<file path="config.mk">
export PLATFORM = sky130hd
export DESIGN_NAME = methylation_site_summarizer_top
export DESIGN_NICKNAME = d
export VERILOG_FILES = /design/src/rtl/mss_pkg.sv /design/src/rtl/mss_front.sv /design/src/rtl/mss_div_stage.sv /design/src/rtl/methylation_site_summarizer_top.sv
export VERILOG_INCLUDE_DIRS = /design/src /design/src/rtl
export SDC_FILE = /design/constraint.sdc
export NUM_CORES = 2
export LEC_CHECK = 0
export BUFFER_PORTS_ARGS = -buffer_cell sky130_fd_sc_hd__buf_2
export CAP_MARGIN = 25
export CORE_UTILIZATION = 35
export CTS_CLUSTER_DIAMETER = 60
export DETAILED_ROUTE_END_ITERATION = 12
export PLACE_DENSITY_LB_ADDON = 0.2
export RECOVER_POWER = 50
export SLEW_MARGIN = 30
export SYNTH_ARGS = -nofsm -noshare
export SYNTH_HDL_FRONTEND = slang
export SYNTH_HIERARCHICAL = 1
export SYNTH_SLANG_ARGS = --single-unit
</file>
<file path="constraint.sdc">
create_clock -name clk -period 157.3 [get_ports clk]
set_clock_uncertainty 0.15 [all_clocks]
set_input_delay 0 -clock clk [delete_from_list [all_inputs] [get_ports clk]]
set_output_delay 0 -clock clk [all_outputs]
set_load 0.02 [all_outputs]
</file>
<file path="src/rtl/methylation_site_summarizer_top_defines.svh">
// Assertion macros for the methylation site summarizer.
`ifndef METHYLATION_SITE_SUMMARIZER_TOP_DEFINES_SVH
`define METHYLATION_SITE_SUMMARIZER_TOP_DEFINES_SVH
`ifndef SYNTHESIS
`define MSS_ASSERT(lbl, expr) \
    lbl: assert property (@(posedge clk) disable iff (!rst_n) (expr)) \
        else $error("methylation site summarizer check failed");
`define MSS_ASSERT_NEXT(lbl, pre, post) \
    lbl: assert property (@(posedge clk) disable iff (!rst_n) (pre) |=> (post)) \
        else $error("methylation site summarizer sequence check failed");
`else
`define MSS_ASSERT(lbl, expr)
`define MSS_ASSERT_NEXT(lbl, pre, post)
`endif
`endif

</file>
<file path="src/rtl/mss_pkg.sv">
// Shared constants, types and base-letter functions of the methylation site summarizer.
package mss_pkg;

    localparam int COUNT_BITS = 16;
    localparam int DEP_W = COUNT_BITS + 2;
    localparam int TOT_W = COUNT_BITS + 1;
    localparam int Q_W = 14;
    localparam int DIV_W = COUNT_BITS + 15;
    localparam int SCORE_W = 10;
    localparam int SCORE_SCALE = 1000;
    localparam int PCT_SCALE = 20000;
    localparam int DIV_STEPS = Q_W;

    localparam logic [1:0] REG_CANONICAL = 2'd0;
    localparam logic [1:0] REG_KEEP_CPG = 2'd1;
    localparam logic [1:0] REG_KEEP_CHH = 2'd2;
    localparam logic [1:0] REG_KEEP_CHG = 2'd3;

    localparam logic [1:0] CTX_NONE = 2'd0;
    localparam logic [1:0] CTX_CPG = 2'd1;
    localparam logic [1:0] CTX_CHH = 2'd2;
    localparam logic [1:0] CTX_CHG = 2'd3;

    typedef struct packed {
        logic [31:0]            position;
        logic                   strand;
        logic [1:0]             ctx;
        logic [DEP_W-1:0]       depth;
        logic [COUNT_BITS-1:0]  cd;
        logic [COUNT_BITS-1:0]  md;
        logic [COUNT_BITS-1:0]  fd;
        logic [DIV_W-1:0]       rem_s;
        logic [DIV_W-1:0]       dsh_s;
        logic [Q_W-1:0]         q_s;
        logic [DIV_W-1:0]       rem_p;
        logic [DIV_W-1:0]       dsh_p;
        logic [Q_W-1:0]         q_p;
    } div_t;

    function automatic logic [7:0] base_code(input logic [1:0] cb);
        logic [7:0] r;
        case (cb)
            2'd0: r = "A";
            2'd1: r = "C";
            2'd2: r = "G";
            default: r = "T";
        endcase
        return r;
    endfunction

    function automatic logic [7:0] comp_code(input logic [1:0] cb);
        logic [7:0] r;
        case (cb)
            2'd0: r = "T";
            2'd1: r = "G";
            2'd2: r = "C";
            default: r = "A";
        endcase
        return r;
    endfunction

    function automatic logic not_g(input logic [7:0] b);
        return b == "A" || b == "C" || b == "T" || b == "M" || b == "W" || b == "Y"
            || b == "H";
    endfunction

    function automatic logic not_c(input logic [7:0] b);
        return b == "A" || b == "G" || b == "T" || b == "R" || b == "W" || b == "K"
            || b == "D";
    endfunction

endpackage

</file>
<file path="src/rtl/mss_front.sv">
// Front stages: strand and context decode, count selection, then divider operand setup.
module mss_front
    import mss_pkg::*;
(
    input  logic                  clk,
    input  logic                  rst_n,
    input  logic                  en,
    input  logic                  in_valid,
    input  logic [1:0]            base_sel,
    input  logic                  keep_cpg,
    input  logic                  keep_chh,
    input  logic                  keep_chg,
    input  logic [31:0]           position,
    input  logic [39:0]           ref_window,
    input  logic [COUNT_BITS-1:0] fwd_canonical,
    input  logic [COUNT_BITS-1:0] fwd_modified,
    input  logic [COUNT_BITS-1:0] fwd_filtered,
    input  logic [COUNT_BITS-1:0] fwd_other,
    input  logic [COUNT_BITS-1:0] rev_canonical,
    input  logic [COUNT_BITS-1:0] rev_modified,
    input  logic [COUNT_BITS-1:0] rev_filtered,
    input  logic [COUNT_BITS-1:0] rev_other,
    output logic                  valid,
    output div_t                  data
);

    logic [7:0] m2, m1, c0, p1, p2;
    logic is_fwd, is_rev, is_cpg, is_chh, is_chg, filtering, ctx_ok;
    logic [1:0] ctx;
    logic [COUNT_BITS-1:0] cd, md, fd, od;
    logic [DEP_W-1:0] depth;
    logic [TOT_W-1:0] tot;
    logic keep;

    logic                  v0_reg;
    logic [31:0]           pos0_reg;
    logic                  strand0_reg;
    logic [1:0]            ctx0_reg;
    logic [DEP_W-1:0]      depth0_reg;
    logic [TOT_W-1:0]      tot0_reg;
    logic [COUNT_BITS-1:0] cd0_reg, md0_reg, fd0_reg;

    logic v1_reg;
    div_t d1_reg;
    div_t d1_next;

    always_comb
    begin
        m2 = ref_window[7:0];
        m1 = ref_window[15:8];
        c0 = ref_window[23:16];
        p1 = ref_window[31:24];
        p2 = ref_window[39:32];
        is_fwd = c0 == base_code(base_sel);
        is_rev = !is_fwd && c0 == comp_code(base_sel);
        if (is_fwd)
        begin
            is_cpg = p1 == "G";
            is_chh = not_g(p1) && not_g(p2);
            is_chg = not_g(p1) && p2 == "G";
        end
        else
        begin
            is_cpg = m1 == "C";
            is_chh = not_c(m1) && not_c(m2);
            is_chg = not_c(m1) && m2 == "C";
        end
        filtering = keep_cpg | keep_chh | keep_chg;
        ctx_ok = 1'b1;
        ctx = CTX_NONE;
        if (filtering)
        begin
            if (keep_cpg && is_cpg)
                ctx = CTX_CPG;
            else if (keep_chh && is_chh)
                ctx = CTX_CHH;
            else if (keep_chg && is_chg)
                ctx = CTX_CHG;
            else
                ctx_ok = 1'b0;
        end
        cd = is_fwd ? fwd_canonical : rev_canonical;
        md = is_fwd ? fwd_modified : rev_modified;
        fd = is_fwd ? fwd_filtered : rev_filtered;
        od = is_fwd ? fwd_other : rev_other;
        depth = DEP_W'(cd) + DEP_W'(md) + DEP_W'(fd) + DEP_W'(od);
        tot = TOT_W'(cd) + TOT_W'(md);
        keep = in_valid && (is_fwd || is_rev) && ctx_ok && depth != '0 && tot != '0;
    end

    always_ff @(posedge clk or negedge rst_n)
    begin
        if (!rst_n)
        begin
            v0_reg <= 1'b0;
            v1_reg <= 1'b0;
        end
        else if (en)
        begin
            v0_reg <= keep;
            v1_reg <= v0_reg;
        end
    end

    always_ff @(posedge clk)
    begin
        if (en)
        begin
            pos0_reg <= position;
            strand0_reg <= is_rev;
            ctx0_reg <= ctx;
            depth0_reg <= depth;
            tot0_reg <= tot;
            cd0_reg <= cd;
            md0_reg <= md;
            fd0_reg <= fd;
            d1_reg <= d1_next;
        end
    end

    always_comb
    begin
        d1_next.position = pos0_reg;
        d1_next.strand = strand0_reg;
        d1_next.ctx = ctx0_reg;
        d1_next.depth = depth0_reg;
        d1_next.cd = cd0_reg;
        d1_next.md = md0_reg;
        d1_next.fd = fd0_reg;
        d1_next.rem_s = DIV_W'(tot0_reg) * DIV_W'(SCORE_SCALE);
        d1_next.dsh_s = {depth0_reg, (Q_W-1)'(0)};
        d1_next.q_s = '0;
        d1_next.rem_p = DIV_W'(md0_reg) * DIV_W'(PCT_SCALE) + DIV_W'(tot0_reg);
        d1_next.dsh_p = {tot0_reg, Q_W'(0)};
        d1_next.q_p = '0;
    end

    assign valid = v1_reg;
    assign data = d1_reg;

endmodule

</file>
<file path="src/rtl/mss_div_stage.sv">
// One registered restoring-division step for both the score and the percentage quotients.
module mss_div_stage
    import mss_pkg::*;
(
    input  logic clk,
    input  logic rst_n,
    input  logic en,
    input  logic in_valid,
    input  div_t in_data,
    output logic out_valid,
    output div_t out_data
);

    logic valid_reg;
    div_t data_reg;
    div_t data_next;
    logic ge_s, ge_p;

    always_comb
    begin
        data_next = in_data;
        ge_s = in_data.rem_s >= in_data.dsh_s;
        ge_p = in_data.rem_p >= in_data.dsh_p;
        data_next.rem_s = ge_s ? in_data.rem_s - in_data.dsh_s : in_data.rem_s;
        data_next.rem_p = ge_p ? in_data.rem_p - in_data.dsh_p : in_data.rem_p;
        data_next.dsh_s = in_data.dsh_s >> 1;
        data_next.dsh_p = in_data.dsh_p >> 1;
        data_next.q_s = {in_data.q_s[Q_W-2:0], ge_s};
        data_next.q_p = {in_data.q_p[Q_W-2:0], ge_p};
    end

    always_ff @(posedge clk or negedge rst_n)
    begin
        if (!rst_n)
            valid_reg <= 1'b0;
        else if (en)
            valid_reg <= in_valid;
    end

    always_ff @(posedge clk)
    begin
        if (en)
            data_reg <= data_next;
    end

    assign out_valid = valid_reg;
    assign out_data = data_reg;

endmodule

</file>
<file path="src/rtl/methylation_site_summarizer_top.sv">
// Top level of the methylation site summarizer pipeline.
// The block takes one pileup column per request on the input channel (in_valid/in_ready)
// and returns at most one site summary per column on the output channel
// (out_valid/out_ready). Columns whose center base matches neither the canonical base
// nor its complement, that fall outside every enabled context, or that have zero depth
// or zero canonical-plus-modified count produce no output and leave a bubble.
// An accepted request passes in order through one decode stage, one
// operand stage with the constant multiplies, and fourteen restoring-division stages
// that produce one quotient bit each for the score and the percentage in parallel.
// A new request can be accepted every cycle while the output is not stalled.
// When out_ready is low while a result waits, the whole pipeline holds and in_ready
// drops; nothing is lost or repeated. Reset clears all valid bits and sets the
// configuration to canonical base C with all context filters off.
// Configuration is written through cfg_we, cfg_index and cfg_data; write it only while idle (not enforced).
module methylation_site_summarizer_top
    import mss_pkg::*;
(
    input  logic                  clk,
    input  logic                  rst_n,
    input  logic                  cfg_we,
    input  logic [1:0]            cfg_index,
    input  logic [1:0]            cfg_data,
    input  logic                  in_valid,
    output logic                  in_ready,
    input  logic [31:0]           position,
    input  logic [39:0]           ref_window,
    input  logic [COUNT_BITS-1:0] fwd_canonical,
    input  logic [COUNT_BITS-1:0] fwd_modified,
    input  logic [COUNT_BITS-1:0] fwd_filtered,
    input  logic [COUNT_BITS-1:0] fwd_other,
    input  logic [COUNT_BITS-1:0] rev_canonical,
    input  logic [COUNT_BITS-1:0] rev_modified,
    input  logic [COUNT_BITS-1:0] rev_filtered,
    input  logic [COUNT_BITS-1:0] rev_other,
    output logic                  out_valid,
    input  logic                  out_ready,
    output logic [31:0]           site_position,
    output logic                  strand,
    output logic [1:0]            context_res,
    output logic [DEP_W-1:0]      depth,
    output logic [SCORE_W-1:0]    score,
    output logic [Q_W-1:0]        percent_modified,
    output logic [COUNT_BITS-1:0] canonical_count,
    output logic [COUNT_BITS-1:0] modified_count,
    output logic [COUNT_BITS-1:0] filtered_count
);

`include "methylation_site_summarizer_top_defines.svh"

    logic [1:0] canonical_reg;
    logic keep_cpg_reg, keep_chh_reg, keep_chg_reg;
    logic en;
    logic [DIV_STEPS:0] stage_valid;
    div_t stage_data [DIV_STEPS+1];
    div_t last;

    always_ff @(posedge clk or negedge rst_n)
    begin
        if (!rst_n)
        begin
            canonical_reg <= 2'd1;
            keep_cpg_reg <= 1'b0;
            keep_chh_reg <= 1'b0;
            keep_chg_reg <= 1'b0;
        end
        else if (cfg_we)
        begin
            unique case (cfg_index)
                REG_CANONICAL: canonical_reg <= cfg_data;
                REG_KEEP_CPG: keep_cpg_reg <= cfg_data[0];
                REG_KEEP_CHH: keep_chh_reg <= cfg_data[0];
                REG_KEEP_CHG: keep_chg_reg <= cfg_data[0];
                default: ;
            endcase
        end
    end

    assign en = !stage_valid[DIV_STEPS] || out_ready;
    assign in_ready = en;

    mss_front u_front (
        .clk            (clk),
        .rst_n          (rst_n),
        .en             (en),
        .in_valid       (in_valid),
        .base_sel       (canonical_reg),
        .keep_cpg       (keep_cpg_reg),
        .keep_chh       (keep_chh_reg),
        .keep_chg       (keep_chg_reg),
        .position       (position),
        .ref_window     (ref_window),
        .fwd_canonical  (fwd_canonical),
        .fwd_modified   (fwd_modified),
        .fwd_filtered   (fwd_filtered),
        .fwd_other      (fwd_other),
        .rev_canonical  (rev_canonical),
        .rev_modified   (rev_modified),
        .rev_filtered   (rev_filtered),
        .rev_other      (rev_other),
        .valid          (stage_valid[0]),
        .data           (stage_data[0])
    );

    for (genvar i = 0; i < DIV_STEPS; i++)
    begin : g_div
        mss_div_stage u_stage (
            .clk       (clk),
            .rst_n     (rst_n),
            .en        (en),
            .in_valid  (stage_valid[i]),
            .in_data   (stage_data[i]),
            .out_valid (stage_valid[i+1]),
            .out_data  (stage_data[i+1])
        );
    end

    assign last = stage_data[DIV_STEPS];
    assign out_valid = stage_valid[DIV_STEPS];
    assign site_position = last.position;
    assign strand = last.strand;
    assign context_res = last.ctx;
    assign depth = last.depth;
    assign score = last.q_s[SCORE_W-1:0];
    assign percent_modified = last.q_p;
    assign canonical_count = last.cd;
    assign modified_count = last.md;
    assign filtered_count = last.fd;

    `MSS_ASSERT(a_score_range, !out_valid || score <= SCORE_W'(SCORE_SCALE))
    `MSS_ASSERT(a_nonzero_depth, !out_valid || (depth != '0 && last.q_s[Q_W-1:SCORE_W] == '0))
    `MSS_ASSERT(a_pct_range, !out_valid || percent_modified <= Q_W'(10000))
    `MSS_ASSERT_NEXT(a_hold_on_stall, out_valid && !out_ready, out_valid && !in_ready == !out_ready)

endmodule
</file>
# ---- After elaboration in Yosys (flattened, before gate mapping)
# Cells that the tools add are included.
dict set report totals {
  input_bits 209
  ff_bits 2913
  output_inout_bits 127
}
dict set report classes {
  bitwise_logic 3
  reduce_logical 49
  addsub 31
  order_cmp 28
  eq_ne 39
  n_mux 42
  multipliers 2
}
# cell count
set op_table {}
lappend op_table {{2-to-1 mux 31 bit} 25}
lappend op_table {{equality test 8 x 7 -> 1 bit, second input constant} 32}
lappend op_table {{2-to-1 mux 16 bit} 4}
lappend op_table {{greater-or-equal comparator 31 x 18 -> 1 bit} 2}
lappend op_table {{greater-or-equal comparator 31 x 19 -> 1 bit} 2}
lappend op_table {{greater-or-equal comparator 31 x 20 -> 1 bit} 2}
lappend op_table {{greater-or-equal comparator 31 x 21 -> 1 bit} 2}
lappend op_table {{greater-or-equal comparator 31 x 22 -> 1 bit} 2}
lappend op_table {{greater-or-equal comparator 31 x 23 -> 1 bit} 2}
lappend op_table {{greater-or-equal comparator 31 x 24 -> 1 bit} 2}
lappend op_table {{greater-or-equal comparator 31 x 25 -> 1 bit} 2}
lappend op_table {{greater-or-equal comparator 31 x 26 -> 1 bit} 2}
lappend op_table {{greater-or-equal comparator 31 x 27 -> 1 bit} 2}
lappend op_table {{greater-or-equal comparator 31 x 28 -> 1 bit} 2}
lappend op_table {{greater-or-equal comparator 31 x 29 -> 1 bit} 2}
lappend op_table {{greater-or-equal comparator 31 x 30 -> 1 bit} 2}
lappend op_table {{subtractor 31 x 19 -> 31 bit} 2}
lappend op_table {{subtractor 31 x 20 -> 31 bit} 2}
lappend op_table {{subtractor 31 x 21 -> 31 bit} 2}
lappend op_table {{subtractor 31 x 22 -> 31 bit} 2}
lappend op_table {{subtractor 31 x 23 -> 31 bit} 2}
lappend op_table {{subtractor 31 x 24 -> 31 bit} 2}
lappend op_table {{subtractor 31 x 25 -> 31 bit} 2}
lappend op_table {{subtractor 31 x 26 -> 31 bit} 2}
lappend op_table {{other kinds (30)} 91}

# ---- Depth between registers and ports, before layout
dict set report depth {
  word_depth 17
  mapped_depth 24
  ltp_nobuf 24
}

# ---- Modules after synthesis
# The synthesis kept the hierarchy.
# module cells_per_inst seq_area_each_um2 n_inst area_each_um2
set modules_own_cells {}
lappend modules_own_cells {{mss_div_stage (g_div[3].u_stage ...)} 887 7562.3 7 11939.0}
lappend modules_own_cells {{mss_div_stage (g_div[12].u_stage ...)} 846 7562.3 4 11820.1}
lappend modules_own_cells {{mss_div_stage (g_div[0].u_stage ...)} 882 7562.3 2 12056.6}
lappend modules_own_cells {mss_front 1485 8578.2 1 18793.0}
lappend modules_own_cells {{mss_div_stage (g_div[11].u_stage)} 890 7562.3 1 12131.6}
lappend modules_own_cells {methylation_site_summarizer_top 15 126.4 1 221.5}

# ---- Least setup slack after synthesis
# Ideal clock, no wire load.
dict set report synth_timing {
  path_kind {input to register}
  from {input out_ready}
  to {register g_div[0].u_stage.valid_reg}
  t_arrival_ns 101.663
  required_time_ns 156.849
  slack_ns 55.186
  cell_stages 2
  n_path_buf 0
  path_cell_list {nand2b_1 -> mux2_2}
}
dict set report synth_via {
  elab_chain_cells 1
}
# element line
set synth_lines {}
lappend synth_lines {{start, declared} methylation_site_summarizer_top.sv:36} ;# input logic out_ready,
lappend synth_lines {{logical OR 1 bit} methylation_site_summarizer_top.sv:78} ;# assign en = !stage_valid[DIV_STEPS] || out_ready;
lappend synth_lines {{end signal, assigned} mss_div_stage.sv:37} ;# valid_reg <= in_valid;
lappend synth_lines {{end, declared} mss_div_stage.sv:14} ;# logic valid_reg;
# Every way passes these cells.
# A chain may end at the register's enable or synchronous reset.

==> results.json <==
{
  "outcome": "complete, but fails checks",
  "violations": "max-capacitance violations, max-slew violations",
  "nFillCells": 46044,
  "ys_warn_count": 6,
  "fp.dieH_um": 705,
  "crit_type": "flip-flop to flip-flop",
  "final_cells": 20717,
  "clock_power_share_pct": 20.9,
  "setup_viol": 0,
  "regToRegSetupSlack_ps": 136620,
  "post_cts_buffers": 0,
  "synth_cells": 13033,
  "htree_num_levels": 5,
  "dpl.hpwl_um": 275000,
  "ctsLongestPathBuffers": 4,
  "largest_register_ffs": 3160,
  "via_per_inst": 4.83,
  "tightest_slew_ps": 8270,
  "worst_slack_ps": 136620,
  "netSwitchingPower_w": 0.00172,
  "hold_class": "primary input to flip-flop",
  "drc": 0,
  "rsz0062_at_grt": "no",
  "rows": 257,
  "max_slew_margin_pct": -451,
  "io_buffers": 335,
  "grt_pass1_vias": 101760,
  "hold_start": "fwd_other[11]",
  "routedWlPerCell_um": 18.1,
  "slew_violations": 1260,
  "internal_power_w": 0.00287,
  "endpoint_kind": "flip-flop",
  "grtUsageMet1_pct": 18.5,
  "numClockSinks": 3465,
  "gr-total-overflow": 0,
  "netlist_area_um2": 173000,
  "grtUsageMet2_pct": 25.2,
  "met3_usage_pct": 2.05,
  "hold_viol": 0,
  "die_w_um": 705,
  "grt_max_degree": 187,
  "root_buffer": "clkbuf_16",
  "via_count": 100062,
  "cts.repair.resized": 0,
  "ant_nets": 0,
  "dpl.cell_count": 19587,
  "cp-start-kind": "flip-flop",
  "rr_startpoint": "g_div[13].u_stage/out_valid",
  "cp.required_ps": 157740,
  "track_usage_pct": 14.6,
  "cts_tree": "yes",
  "setup_tns_ps": 0,
  "whs_path_depth": 6,
  "vdd_ir_drop_max_mv": 0.0150,
  "cp_max_fo": 159,
  "sw_frac_of_total_pct": 37.5,
  "routed_wl_um": 375000,
  "clk_pin_slew_ps": 60,
  "powerDensity_nw_per_um2": 23.2,
  "syn2layout_area_growth_pct": 14.5,
  "drt_iter0_markers": 6145,
  "avgSynthCellArea_um2": 13.3,
  "firstDrtPassIters": 6,
  "p_leak_nw": 80.6,
  "grt_pass1_wl_um": 579000,
  "power_frac_comb_pct": 45.6,
  "globalplace.congestion": 0.888,
  "hold_buffers": 341,
  "clkLatencyLatePin_ps": 1020,
  "fp.dieArea_um2": 497000,
  "placed_area_um2": 181000,
  "fmax_mhz": 48.4,
  "stdcell_area_um2": 198000,
  "initial_core_util_pct": 35.2,
  "timing.final.crit_period_ps": 20680,
  "core_region_area_um2": 491000,
  "min_to": "u_front/depth0_reg[12]",
  "grt.busiest_layer": "met2",
  "r2r_end": "g_div[12].u_stage/out_data[108]",
  "seqPwrFrac_pct": 33.6,
  "antenna_found_initial": 7,
  "cts-buffers-inserted": 430,
  "place_ws_ps": 149590,
  "fin_crit_sh_pct": 13.1,
  "r2r.worst_path.cells": 9,
  "io_pins": 336,
  "nNetsFinal": 15292,
  "worstPathArrival_ps": 21110,
  "drive_gt1_share_pct": 9.97,
  "cap_violations": 25
}
layout make-up:
cell class | count | area [um2] | area share [%]
timing repair buffer | 745 | 5500 | 2.78
clock buffer | 509 | 11200 | 5.64
clock inverter | 274 | 2930 | 1.48
sequential | 3465 | 104000 | 52.5
antenna | 4 | 10.0 | 0.00506
tap | 6475 | 8100 | 4.09
multi-input combinational | 7932 | 61300 | 31.0
inverter | 1313 | 4940 | 2.49
worst max-delay path, cell delays in order, from the launching register on:
cell      delay [ps]
dfrtp_1          390
nand2b_1        1720
clkbuf_1        5870
clkbuf_1        5350
clkbuf_1        2900
buf_4            950
buf_4            860
buf_12           420
buf_16           470
buf_6            670
placed cells by master (no fill, tap or decap), drive strengths merged, types with 261 or more instances in the layout:
cell type    instances
mux2               598
o21ai              645
nor2               473
inv               1370
a21oi              830
dlygate4sd3        340
ha                1043
xor2               261
nand2              709
xnor2              469
edfxtp            3444
a21o               411
clkbuf             655
power by group through the flow:
| stage | logic, W | registers, W | clock network [W] |
|---|---|---|---|
| CTS | 0.00214 | 0.00155 | 0.000997 |
| finish | 0.00209 | 0.00154 | 0.000960 |
| global route | 0.00233 | 0.00157 | 0.00103 |
| floorplan | 0.00169 | 0.00148 | 0 |
| detailed placement | 0.00212 | 0.00157 | 0 |
| global placement | 0.00212 | 0.00157 | 0 |
worst max path at each step:
| stage | start | end | slack [ps] | cells after the start |
|---|---|---|---|---|
| global route | g_div[13].u_stage/out_valid | g_div[12].u_stage/out_data[108] | 133890 | 9 |
| detailed placement | canonical_reg[0] | u_front/v0_reg | 149590 | 22 |
| global placement | canonical_reg[0] | u_front/v0_reg | 149720 | 22 |
| finish | g_div[13].u_stage/out_valid | g_div[12].u_stage/out_data[108] | 136620 | 9 |
| CTS | canonical_reg[0] | u_front/v0_reg | 147600 | 25 |
| floorplan | out_ready | g_div[0].u_stage/out_valid | 64600 | 2 |
through the flow:
stage | utilization, % | hold WS, ps | total power [W]
floorplan | - | -446 | 0.00318
global placement | 36.9 | -114 | 0.00369
detailed placement | 36.9 | -128 | 0.00369
CTS | 40.5 | 4.76 | 0.00469
global route | 40.3 | 67.0 | 0.00494
finish | 40.3 | 99.0 | 0.00460
layer usage:
metal,vias up,wire length (um)
li1,50011,-
met3,692,12700
met5,-,0
met1,47628,167000
met2,1731,180000
met4,0,15200
No activity file was read; power rests on OpenSTA's default activity.
